===== src/design/rtts_pkg.sv =====
`default_nettype none
// ----------------------------------------------------------------------------
// rtts_pkg
// shared types and constants of the round-trip time statistics core
// ----------------------------------------------------------------------------
package rtts_pkg;

    // request word codes
    localparam logic FUNC_ADD   = 1'b0;
    localparam logic FUNC_CLEAR = 1'b1;

    localparam logic [31:0] US_PER_MS       = 32'd1000;
    localparam logic [25:0] DEV_LIMIT       = 26'd65535000;
    localparam logic [63:0] SQRT_PROBE_INIT = 64'h4000_0000_0000_0000;

    localparam int DIV_STEPS  = 64;
    localparam int SQRT_STEPS = 32;
    localparam int STEP_W     = $clog2(DIV_STEPS);

    typedef struct packed {
        logic        func;
        logic [15:0] rtt_ms;
    } req_t;

    typedef struct packed {
        logic [31:0] sample_count;
        logic [15:0] min_rtt_ms;
        logic [15:0] max_rtt_ms;
        logic [25:0] mean_us;
        logic [25:0] deviation_us;
    } rsp_t;

    typedef enum logic [3:0] {
        S_IDLE,
        S_SCALE,
        S_SQUARE,
        S_ACCUM,
        S_DIV_MEAN,
        S_MSQ_LO,
        S_MSQ_HI,
        S_MSQ_SUM,
        S_DIV_EX2,
        S_VAR,
        S_SQRT,
        S_CLAMP,
        S_FINISH
    } state_t;

endpackage : rtts_pkg
`default_nettype wire


===== src/design/round_trip_time_statistics_core.sv =====
`default_nettype none
// ----------------------------------------------------------------------------
// round_trip_time_statistics_core
// running count, min, max, mean and deviation of round-trip time samples
// ----------------------------------------------------------------------------
// Each request word either adds one sample in milliseconds or clears all
// statistics; every request produces exactly one response word carrying the
// count, min, max, mean in microseconds and the deviation in microseconds.
// A sample request passes in order through scaling, squaring and accumulation,
// a 64-step restoring division for the mean, two partial products on the
// shared 32x32 multiplier for the squared mean, a second 64-step division
// for the mean of squares, one subtract, a 32-step bit-pair square root
// and a clamp. The two division passes are its longest steps. A
// clear request, and a sample with fewer than two samples held, finish early.
// One request is worked on at a time and req_ready is low meanwhile; a
// finished response sits in an output register, so a new request may be
// accepted while the previous response waits for rsp_ready.
// ----------------------------------------------------------------------------
module round_trip_time_statistics_core (
    input  wire logic           clk,
    input  wire logic           rst_n,
    input  wire logic           req_valid,
    output logic                req_ready,
    input  wire rtts_pkg::req_t req,
    output logic                rsp_valid,
    input  wire logic           rsp_ready,
    output rtts_pkg::rsp_t      rsp
);

    // sequencer state
    rtts_pkg::state_t state_reg, state_next;

    // statistics
    logic [31:0] count_reg, count_next;
    logic [15:0] min_reg, min_next;
    logic [15:0] max_reg, max_next;
    logic [63:0] sum_reg, sum_next;
    logic [63:0] sum_sq_reg, sum_sq_next;

    // working registers
    logic [15:0] sample_reg, sample_next;
    logic [63:0] prod_reg, prod_next;
    logic [63:0] quo_reg, quo_next;
    logic [31:0] rem_reg, rem_next;
    logic [rtts_pkg::STEP_W-1:0] step_reg, step_next;
    logic [63:0] mean_reg, mean_next;
    logic [63:0] msq_reg, msq_next;
    logic [63:0] rad_reg, rad_next;
    logic [63:0] root_reg, root_next;
    logic [63:0] probe_reg, probe_next;
    logic [25:0] dev_reg, dev_next;

    // output register
    logic           rsp_valid_reg, rsp_valid_next;
    rtts_pkg::rsp_t rsp_reg, rsp_next;

    // shared multiplier
    logic [31:0] mul_a;
    logic [31:0] mul_b;
    logic [63:0] mul_prod;

    // division step
    logic [32:0] div_shift;
    logic [32:0] div_diff;
    logic        div_ge;
    logic        div_last;

    // square root step
    logic [63:0] sqrt_trial;
    logic        sqrt_ge;

    logic        req_fire;

    assign mul_prod = mul_a * mul_b;

    // restoring division of quo_reg by count_reg, one quotient bit a cycle
    assign div_shift = {rem_reg, quo_reg[63]};
    assign div_diff  = div_shift - {1'b0, count_reg};
    assign div_ge    = (div_shift >= {1'b0, count_reg});
    assign div_last  = (step_reg == rtts_pkg::STEP_W'(rtts_pkg::DIV_STEPS - 1));

    assign sqrt_trial = root_reg + probe_reg;
    assign sqrt_ge    = (rad_reg >= sqrt_trial);

    assign req_ready = (state_reg == rtts_pkg::S_IDLE);
    assign req_fire  = req_valid && req_ready;
    assign rsp_valid = rsp_valid_reg;
    assign rsp       = rsp_reg;

    always_comb
    begin
        state_next     = state_reg;
        count_next     = count_reg;
        min_next       = min_reg;
        max_next       = max_reg;
        sum_next       = sum_reg;
        sum_sq_next    = sum_sq_reg;
        sample_next    = sample_reg;
        prod_next      = prod_reg;
        quo_next       = quo_reg;
        rem_next       = rem_reg;
        step_next      = step_reg;
        mean_next      = mean_reg;
        msq_next       = msq_reg;
        rad_next       = rad_reg;
        root_next      = root_reg;
        probe_next     = probe_reg;
        dev_next       = dev_reg;
        rsp_next       = rsp_reg;
        rsp_valid_next = rsp_valid_reg && !rsp_ready;
        mul_a          = '0;
        mul_b          = '0;

        case (state_reg)
            rtts_pkg::S_IDLE:
            begin
                if (req_fire)
                begin
                    sample_next = req.rtt_ms;
                    if (req.func == rtts_pkg::FUNC_CLEAR)
                    begin
                        count_next  = '0;
                        min_next    = '0;
                        max_next    = '0;
                        sum_next    = '0;
                        sum_sq_next = '0;
                        mean_next   = '0;
                        dev_next    = '0;
                        state_next  = rtts_pkg::S_FINISH;
                    end
                    else
                    begin
                        state_next = rtts_pkg::S_SCALE;
                    end
                end
            end

            // milliseconds to microseconds
            rtts_pkg::S_SCALE:
            begin
                mul_a      = {16'd0, sample_reg};
                mul_b      = rtts_pkg::US_PER_MS;
                prod_next  = mul_prod;
                state_next = rtts_pkg::S_SQUARE;
            end

            rtts_pkg::S_SQUARE:
            begin
                mul_a      = prod_reg[31:0];
                mul_b      = prod_reg[31:0];
                prod_next  = mul_prod;
                sum_next   = sum_reg + prod_reg;
                state_next = rtts_pkg::S_ACCUM;
            end

            rtts_pkg::S_ACCUM:
            begin
                sum_sq_next = sum_sq_reg + prod_reg;
                count_next  = count_reg + 32'd1;
                if (count_reg == '0)
                begin
                    min_next = sample_reg;
                    max_next = sample_reg;
                end
                else
                begin
                    if (sample_reg < min_reg)
                    begin
                        min_next = sample_reg;
                    end
                    if (sample_reg > max_reg)
                    begin
                        max_next = sample_reg;
                    end
                end
                // count wrapped to zero: report as empty
                if (count_next == '0)
                begin
                    mean_next  = '0;
                    dev_next   = '0;
                    state_next = rtts_pkg::S_FINISH;
                end
                else
                begin
                    quo_next   = sum_reg;
                    rem_next   = '0;
                    step_next  = '0;
                    state_next = rtts_pkg::S_DIV_MEAN;
                end
            end

            rtts_pkg::S_DIV_MEAN:
            begin
                rem_next  = div_ge ? div_diff[31:0] : div_shift[31:0];
                quo_next  = {quo_reg[62:0], div_ge};
                step_next = step_reg + 1'b1;
                if (div_last)
                begin
                    mean_next = quo_next;
                    if (count_reg[31:1] == '0)
                    begin
                        dev_next   = '0;
                        state_next = rtts_pkg::S_FINISH;
                    end
                    else
                    begin
                        state_next = rtts_pkg::S_MSQ_LO;
                    end
                end
            end

            // mean squared modulo 2^64 from two 32x32 partial products
            rtts_pkg::S_MSQ_LO:
            begin
                mul_a      = mean_reg[31:0];
                mul_b      = mean_reg[31:0];
                prod_next  = mul_prod;
                state_next = rtts_pkg::S_MSQ_HI;
            end

            rtts_pkg::S_MSQ_HI:
            begin
                msq_next   = prod_reg;
                mul_a      = mean_reg[63:32];
                mul_b      = mean_reg[31:0];
                prod_next  = mul_prod;
                state_next = rtts_pkg::S_MSQ_SUM;
            end

            rtts_pkg::S_MSQ_SUM:
            begin
                // cross term appears twice, shifted by 32
                msq_next   = msq_reg + {prod_reg[30:0], 33'd0};
                quo_next   = sum_sq_reg;
                rem_next   = '0;
                step_next  = '0;
                state_next = rtts_pkg::S_DIV_EX2;
            end

            rtts_pkg::S_DIV_EX2:
            begin
                rem_next  = div_ge ? div_diff[31:0] : div_shift[31:0];
                quo_next  = {quo_reg[62:0], div_ge};
                step_next = step_reg + 1'b1;
                if (div_last)
                begin
                    state_next = rtts_pkg::S_VAR;
                end
            end

            // variance clamped at zero, then set up the root
            rtts_pkg::S_VAR:
            begin
                rad_next   = (quo_reg > msq_reg) ? (quo_reg - msq_reg) : '0;
                root_next  = '0;
                probe_next = rtts_pkg::SQRT_PROBE_INIT;
                step_next  = '0;
                state_next = rtts_pkg::S_SQRT;
            end

            rtts_pkg::S_SQRT:
            begin
                if (sqrt_ge)
                begin
                    rad_next  = rad_reg - sqrt_trial;
                    root_next = (root_reg >> 1) + probe_reg;
                end
                else
                begin
                    root_next = root_reg >> 1;
                end
                probe_next = probe_reg >> 2;
                step_next  = step_reg + 1'b1;
                if (step_reg == rtts_pkg::STEP_W'(rtts_pkg::SQRT_STEPS - 1))
                begin
                    state_next = rtts_pkg::S_CLAMP;
                end
            end

            rtts_pkg::S_CLAMP:
            begin
                dev_next   = (root_reg > {38'd0, rtts_pkg::DEV_LIMIT}) ?
                             rtts_pkg::DEV_LIMIT : root_reg[25:0];
                state_next = rtts_pkg::S_FINISH;
            end

            // hand the word over once the output register is free
            rtts_pkg::S_FINISH:
            begin
                if (!rsp_valid_reg || rsp_ready)
                begin
                    rsp_next.sample_count = count_reg;
                    rsp_next.min_rtt_ms   = min_reg;
                    rsp_next.max_rtt_ms   = max_reg;
                    rsp_next.mean_us      = mean_reg[25:0];
                    rsp_next.deviation_us = dev_reg;
                    rsp_valid_next        = 1'b1;
                    state_next            = rtts_pkg::S_IDLE;
                end
            end

            default:
            begin
                state_next = rtts_pkg::S_IDLE;
            end
        endcase
    end

    // control state and statistics
    always_ff @(posedge clk or negedge rst_n)
    begin
        if (!rst_n)
        begin
            state_reg     <= rtts_pkg::S_IDLE;
            rsp_valid_reg <= 1'b0;
            count_reg     <= '0;
            min_reg       <= '0;
            max_reg       <= '0;
            sum_reg       <= '0;
            sum_sq_reg    <= '0;
        end
        else
        begin
            state_reg     <= state_next;
            rsp_valid_reg <= rsp_valid_next;
            count_reg     <= count_next;
            min_reg       <= min_next;
            max_reg       <= max_next;
            sum_reg       <= sum_next;
            sum_sq_reg    <= sum_sq_next;
        end
    end

    // datapath working registers
    always_ff @(posedge clk)
    begin
        sample_reg <= sample_next;
        prod_reg   <= prod_next;
        quo_reg    <= quo_next;
        rem_reg    <= rem_next;
        step_reg   <= step_next;
        mean_reg   <= mean_next;
        msq_reg    <= msq_next;
        rad_reg    <= rad_next;
        root_reg   <= root_next;
        probe_reg  <= probe_next;
        dev_reg    <= dev_next;
        rsp_reg    <= rsp_next;
    end

    // a response word only appears out of the finish step
    a_rsp_from_finish: assert property (@(posedge clk) disable iff (!rst_n)
        $rose(rsp_valid_reg) |-> $past(state_reg == rtts_pkg::S_FINISH))
        else $error("response raised outside finish step");

    // min never exceeds max while samples are held
    a_min_le_max: assert property (@(posedge clk) disable iff (!rst_n)
        (count_reg != '0) |-> (min_reg <= max_reg))
        else $error("min above max");

    // a clear word empties the statistics
    a_clear_empties: assert property (@(posedge clk) disable iff (!rst_n)
        (req_fire && req.func == rtts_pkg::FUNC_CLEAR) |=>
        (count_reg == '0 && sum_reg == '0 && sum_sq_reg == '0))
        else $error("clear did not empty statistics");

    // deviation is zero below two samples
    a_dev_small_count: assert property (@(posedge clk) disable iff (!rst_n)
        (rsp_valid_reg && rsp_reg.sample_count < 32'd2) |->
        (rsp_reg.deviation_us == '0))
        else $error("deviation nonzero below two samples");

endmodule : round_trip_time_statistics_core
`default_nettype wire

===== config.mk =====
export PLATFORM = sky130hd
export DESIGN_NAME = round_trip_time_statistics_core
export DESIGN_NICKNAME = d
export VERILOG_FILES = /design/src/design/rtts_pkg.sv /design/src/design/round_trip_time_statistics_core.sv
export SDC_FILE = /design/constraint.sdc
export NUM_CORES = 2
export LEC_CHECK = 0
export BUFFER_PORTS_ARGS = -buffer_cell sky130_fd_sc_hd__buf_4
export CORE_UTILIZATION = 63
export DETAILED_ROUTE_END_ITERATION = 7
export GPL_TIMING_DRIVEN = 0
export HOLD_SLACK_MARGIN = 0.08
export PLACE_DENSITY = 0.78
export REMOVE_ABC_BUFFERS = 1
export SLEW_MARGIN = 0
export SYNTH_ARGS = -nofsm -noshare
export SYNTH_HDL_FRONTEND = slang
export SYNTH_SLANG_ARGS = --single-unit

===== constraint.sdc =====
create_clock -name clk -period 12.96 [get_ports clk]
set_clock_uncertainty 0.15 [all_clocks]
set_input_delay 1.944 -clock clk [delete_from_list [all_inputs] [get_ports clk]]
set_output_delay 1.944 -clock clk [all_outputs]
set_load 0.02 [all_outputs]

# Yosys cells after proc, flatten, opt, wreduce, memory -nomap -nowiden

Index checks and enable logic that the tools add are counted.

Add/sub/neg operators: 10
Multiply operators: 1
Order comparisons: 6
Equal/unequal tests: 26
Mux-type cells: 52
Reduce and logical (&&, ||, !) cells: 34

Operator list:

| kind                    | count |
|---|---|
| $pmux W64 S2            | 6 |
| $mux W64                | 8 |
| $pmux W64 S3            | 2 |
| $add A64 B64 Y64        | 4 |
| $pmux W32 S3            | 2 |
| $mux W26                | 6 |
| $mux W32                | 4 |
| $pmux W32 S4            | 1 |
| $sub A64 B64 Y64        | 2 |
| $pmux W26 S4            | 1 |
| $mux W16                | 6 |
| $add A63 B64 Y64        | 1 |
| $ge A64 B64 Y1          | 1 |
| $gt A64 B26 Y1 const B  | 1 |
| $gt A64 B64 Y1          | 1 |
| $logic_not A32 Y1       | 2 |
| $mul A32 B32 Y64        | 1 |
| $pmux W16 S2            | 2 |
| $pmux W32 S2            | 1 |
| $pmux W4 S13            | 1 |
| $ge A33 B32 Y1          | 1 |
| $add A32 B1 Y32 const B | 1 |
| $mux W4                 | 8 |
| $sub A32 B32 Y32        | 1 |
| other kinds (31)        | 65 |

Register bits: 841
Bits of input ports: 21
Output and inout bits: 118
Word-level logic and storage cells: 152

# Longest topological paths before layout

Word-level depth: 4
Depth in mapped cells: 36
Depth with buffers taken out: 32

# Least setup slack after synthesis

Ideal clock, no wire load.

Path type: in2reg
Start: input rsp_ready
End: register rsp_reg, in the netlist rsp[0], enable pin
Arrival: 10.418 ns
Required time: 12.053 ns
Slack: 1.635 ns
Stages: 2
Cell sequence: nand2b_1 -> nor3b_1

Cells in the longest elaborated chain, start to end: 2

Ends and longest elaborated chain:

| what                        | RTL line                               | RTL |
|---|---|---|
| start, declared             | round_trip_time_statistics_core.sv:26  | `input wire logic rsp_ready,` |
| $logic_or A1 B1 Y1          | round_trip_time_statistics_core.sv:290 | `if (!rsp_valid_reg \|\| rsp_ready)` |
| $reduce_and A2 Y1 (no line) | --                                     |  |
| end signal, assigned        | round_trip_time_statistics_core.sv:348 | `rsp_reg <= rsp_next;` |
| end, declared               | round_trip_time_statistics_core.sv:55  | `rtts_pkg::rsp_t rsp_reg, rsp_next;` |

Every way passes these cells.
A chain may end at the register's enable or synchronous reset.

# Worst setup path in the final report

Start: register state_reg[1]
End: register prod_reg[59] (data pin)

Cells in the longest elaborated chain, start to end: 4
Elaborated cells between the ends (all ways): 8

Ends and longest elaborated chain:

| what                       | RTL line                               | RTL |
|---|---|---|
| start, declared            | round_trip_time_statistics_core.sv:31  | `rtts_pkg::state_t state_reg, state_next;` |
| start signal, assigned     | round_trip_time_statistics_core.sv:314 | `state_reg <= rtts_pkg::S_IDLE;` |
| start signal, assigned     | round_trip_time_statistics_core.sv:324 | `state_reg <= state_next;` |
| $eq A4 B3 Y1               | round_trip_time_statistics_core.sv:114 | `case (state_reg)` |
| $reduce_or A2 Y1 (no line) | --                                     |  |
| $pmux W32 S3               | round_trip_time_statistics_core.sv:114 |  |
| $mul A32 B32 Y64 *         | round_trip_time_statistics_core.sv:74  | `assign mul_prod = mul_a * mul_b;` |
| named net mul_prod[59]     | round_trip_time_statistics_core.sv:60  | `logic [63:0] mul_prod;` |
| end signal, assigned       | round_trip_time_statistics_core.sv:338 | `prod_reg <= prod_next;` |
| end, declared              | round_trip_time_statistics_core.sv:42  | `logic [63:0] prod_reg, prod_next;` |

The timed path passes the listed nets; every way through them passes the cells marked *.

==> results by group <==
Synthesis
  – Mean Syn Cell Area: 9.13 um^2
  – Adder-cell share of the synthesized area: between 30% and 40%
  – Seq cells post-synth: 809
  – Top_reg_cell synth: edfxtp_1
  – Netlist cell types: 103
  – Mux share of post-synthesis cell area: less than 1%
  – Synth Area in Compound Gates: 14.4%
  – Simple-Gate Fraction of Synth Area: 15.8%
  – Seq/Total Area, Yosys: a little over a quarter
  – Area share of xor/xnor cells in the synthesized design: slightly below 5%
  – Mapped Cells: 9504
  – Cell Area, Synth: between 80000 and 90000 um^2
  – EDFF count, synth: 612
  – Largest family of logic cells by synthesized area: adder cells
  – Synthesis warning total: 0
  – Async SR Flop Fraction: 24.4%

Placed design
  – Gpl congestion: 1.02
  – PortBufs: roughly 140
  – HPWL Detailed: 217000 um

Finish
  – Syn-to-layout area delta: 8.46%
  – Final net count: 11000
  – Max FFs per register: ~120
  – # fillers: 10500
  – Layout cells sized above 1: 6.10%

Clock network
  – Max Root-Sink Buffers: 3
  – Clk Latency, worst-skew pair: ~0.75 ns
  – Resize count post-CTS: 0
  – Clk slew on worst S/H paths: 0.07 ns
  – Num CTS Buffers: 96
  – CTS tree: built
  – # clock sinks: 809
  – Number of H-tree levels: 3
  – CTS root buf: clkbuf_16
  – Postcts setup bufs: 0
  – CTS Hold Buffers Added: 0

STA
  – Slew Limit Fails: between 100 and 150
  – Hold_ws: 0.268 ns
  – Tmin final: 12.51 ns
  – Fmax: around 80 MHz
  – Slew headroom: -7.97%
  – RSZ-0062 raised after global routing: no
  – Final setup fails: 0
  – Worst-margin pin slew: 1.62 ns
  – Fin crit share: 96.6%
  – Final hold violations: 0

Critical path
  – CP bufs+invs: 6
  – R2r startpoint: state_reg[1]
  – Crit path launch: state_reg[1]
  – R2r endpoint: prod_reg[59]
  – Max FO, Critical Path: 24
  – Crit path max-delay family: adder cells
  – Reg2Reg Setup Slack: ~0.45 ns
  – CP max stage cell: a211oi_1
  – Worst Path Class, Setup: register to register
  – CP endpoint kind: register
  – Register-to-Register Path Depth: 31
  – Slowest stage delay, CP: 1.20 ns
  – Arrival time worst endpoint: roughly 13 ns
  – Critical Path RT: between 10 and 15 ns
  – Critical Path Start Type: register
  – Crit path depth: 31
  – Crit path top cell by count: fa_1

Detailed routing
  – Wl on met1: 106000 um
  – Starting DRC count in detailed routing: 9001
  – Remaining DRCs: 5
  – DR vias: 73000
  – WL final: 284000 um
  – WL met3: 35500 um
  – Routed length on met2: 122000 um
  – Post-route ant nets: 0
  – DR top layer: met5
  – Mean number of vias per cell: 6.49
  – Drt pass-1 iters: 8
  – Wirelength per Cell: 25.3 um

Worst hold path
  – Worst Hold Launch: dev_reg[16]
  – HP Class: register to register
  – Cell depth of the worst hold path: 0
  – Hold endpoint: rsp[16]

GRT
  – Initial antenna violation count: 17
  – Overall routing resource usage: 40.6%
  – GR Overflow Total: 0
  – Global-route wire length before repair: 429000 um
  – Pin count of the biggest net entering global routing: ~110
  – Vias in the first global route: about 70000

Floorplan
  – Number of top-level pins: ~140
  – Die area: between 100000 and 150000 um^2
  – Core Region: 136000 um^2
  – Die height: 373 um
  – FP Rows: about 140
  – Die W: 373 um
  – Initial Utilization: 63.8%

Run status
  – Failing checks: design-rule violations, max-capacitance violations, max-slew violations
  – Status: finished, violations left

Run
  – MaxCap Viol Count: 5
layer usage:
metal	up-vias	GRT usage [%]
met1	35700	52.7
met4	18	24.4
met5	-	0
li1	31900	-
met3	1022	11.9
met2	4432	60.3
cell usage after synthesis, drive strengths merged (89+ instances only):
cell type,count,area (um^2)
nand2,1175,4410
inv,1083,4070
nor2,1036,3890
fa,902,18100
ha,680,8510
edfxtp,612,18400
a21oi,477,2390
o21ai,461,2320
clkbuf,417,1570
xnor2,258,2260
xor2,221,1940
a21o,214,1610
dfrtp,197,4930
nand3,140,701
and2,138,865
nand4,116,732
a22oi,104,781
a31oi,103,657
nor2b,96,601
and3,92,576
o21bai,89,668
placed cells by master, fill, tap and decap left out, types with 42 or more instances in the layout:
cell type     n
fa_1        902
buf_4       137
a21oi_1     472
xnor2_1     258
a22oi_1      97
o21a_1       50
nand2b_1     69
nand2_1    1173
o21bai_1     88
o31ai_1      42
dfrtp_1     197
nor2b_1      94
and3_1       86
o22ai_1      73
nand4_1     115
clkbuf_16   103
xor2_1      221
edfxtp_1    612
nor2_1     1022
nand3_1     138
a31oi_1     100
ha_1        680
and2_1      134
inv_1      1081
o21ai_0     444
nor3_1       79
a21o_1      213
a211oi_1     66
cells by family after synthesis:
| logic type | Yosys count |
|---|---|
| simple gates | 3091 |
| compound gates | 1937 |
| fa+ha+maj | 1582 |
| buf+inv | 1541 |
| flops | 809 |
| xor+xnor | 479 |
| mux | 65 |
through the flow:
step                      setup WS (ns)  util, %  cells  TNS [ns]  instance area (um^2)
after floorplan                   0.951        -   9046         0                 85000
after global placement           -11.18     64.9  11000  -2204.80                 88200
after detailed placement          0.523     66.5  11100         0                 90400
after CTS                         0.459     69.1  11200         0                 94000
after global routing              0.182     69.2  11200         0                 94100
final                             0.445     69.2  11200         0                 94100
worst max-delay path by stage:
stage,to
3_3_place_gp,quo_reg[5]
2_1_floorplan,quo_reg[0]
3_5_place_dp,prod_reg[59]
5_1_grt,prod_reg[59]
4_1_cts,prod_reg[59]
6_report,prod_reg[59]
cell type report:
| class | instances | area, um^2 | area share (%) |
|---|---|---|---|
| Multi-Input combinational cell | 7154 | 58100 | 61.8 |
| Sequential cell | 809 | 23300 | 24.8 |
| Clock buffer | 126 | 2740 | 2.92 |
| Tap cell | 1781 | 2230 | 2.37 |
| Timing Repair Buffer | 225 | 2750 | 2.92 |
| Clock inverter | 56 | 838 | 0.891 |
| Antenna cell | 7 | 17.5 | 0.0186 |
| Inverter | 1083 | 4070 | 4.33 |
Power is not shown: default switching activity piles up to over one toggle a cycle in this logic, so the estimate is an artifact.
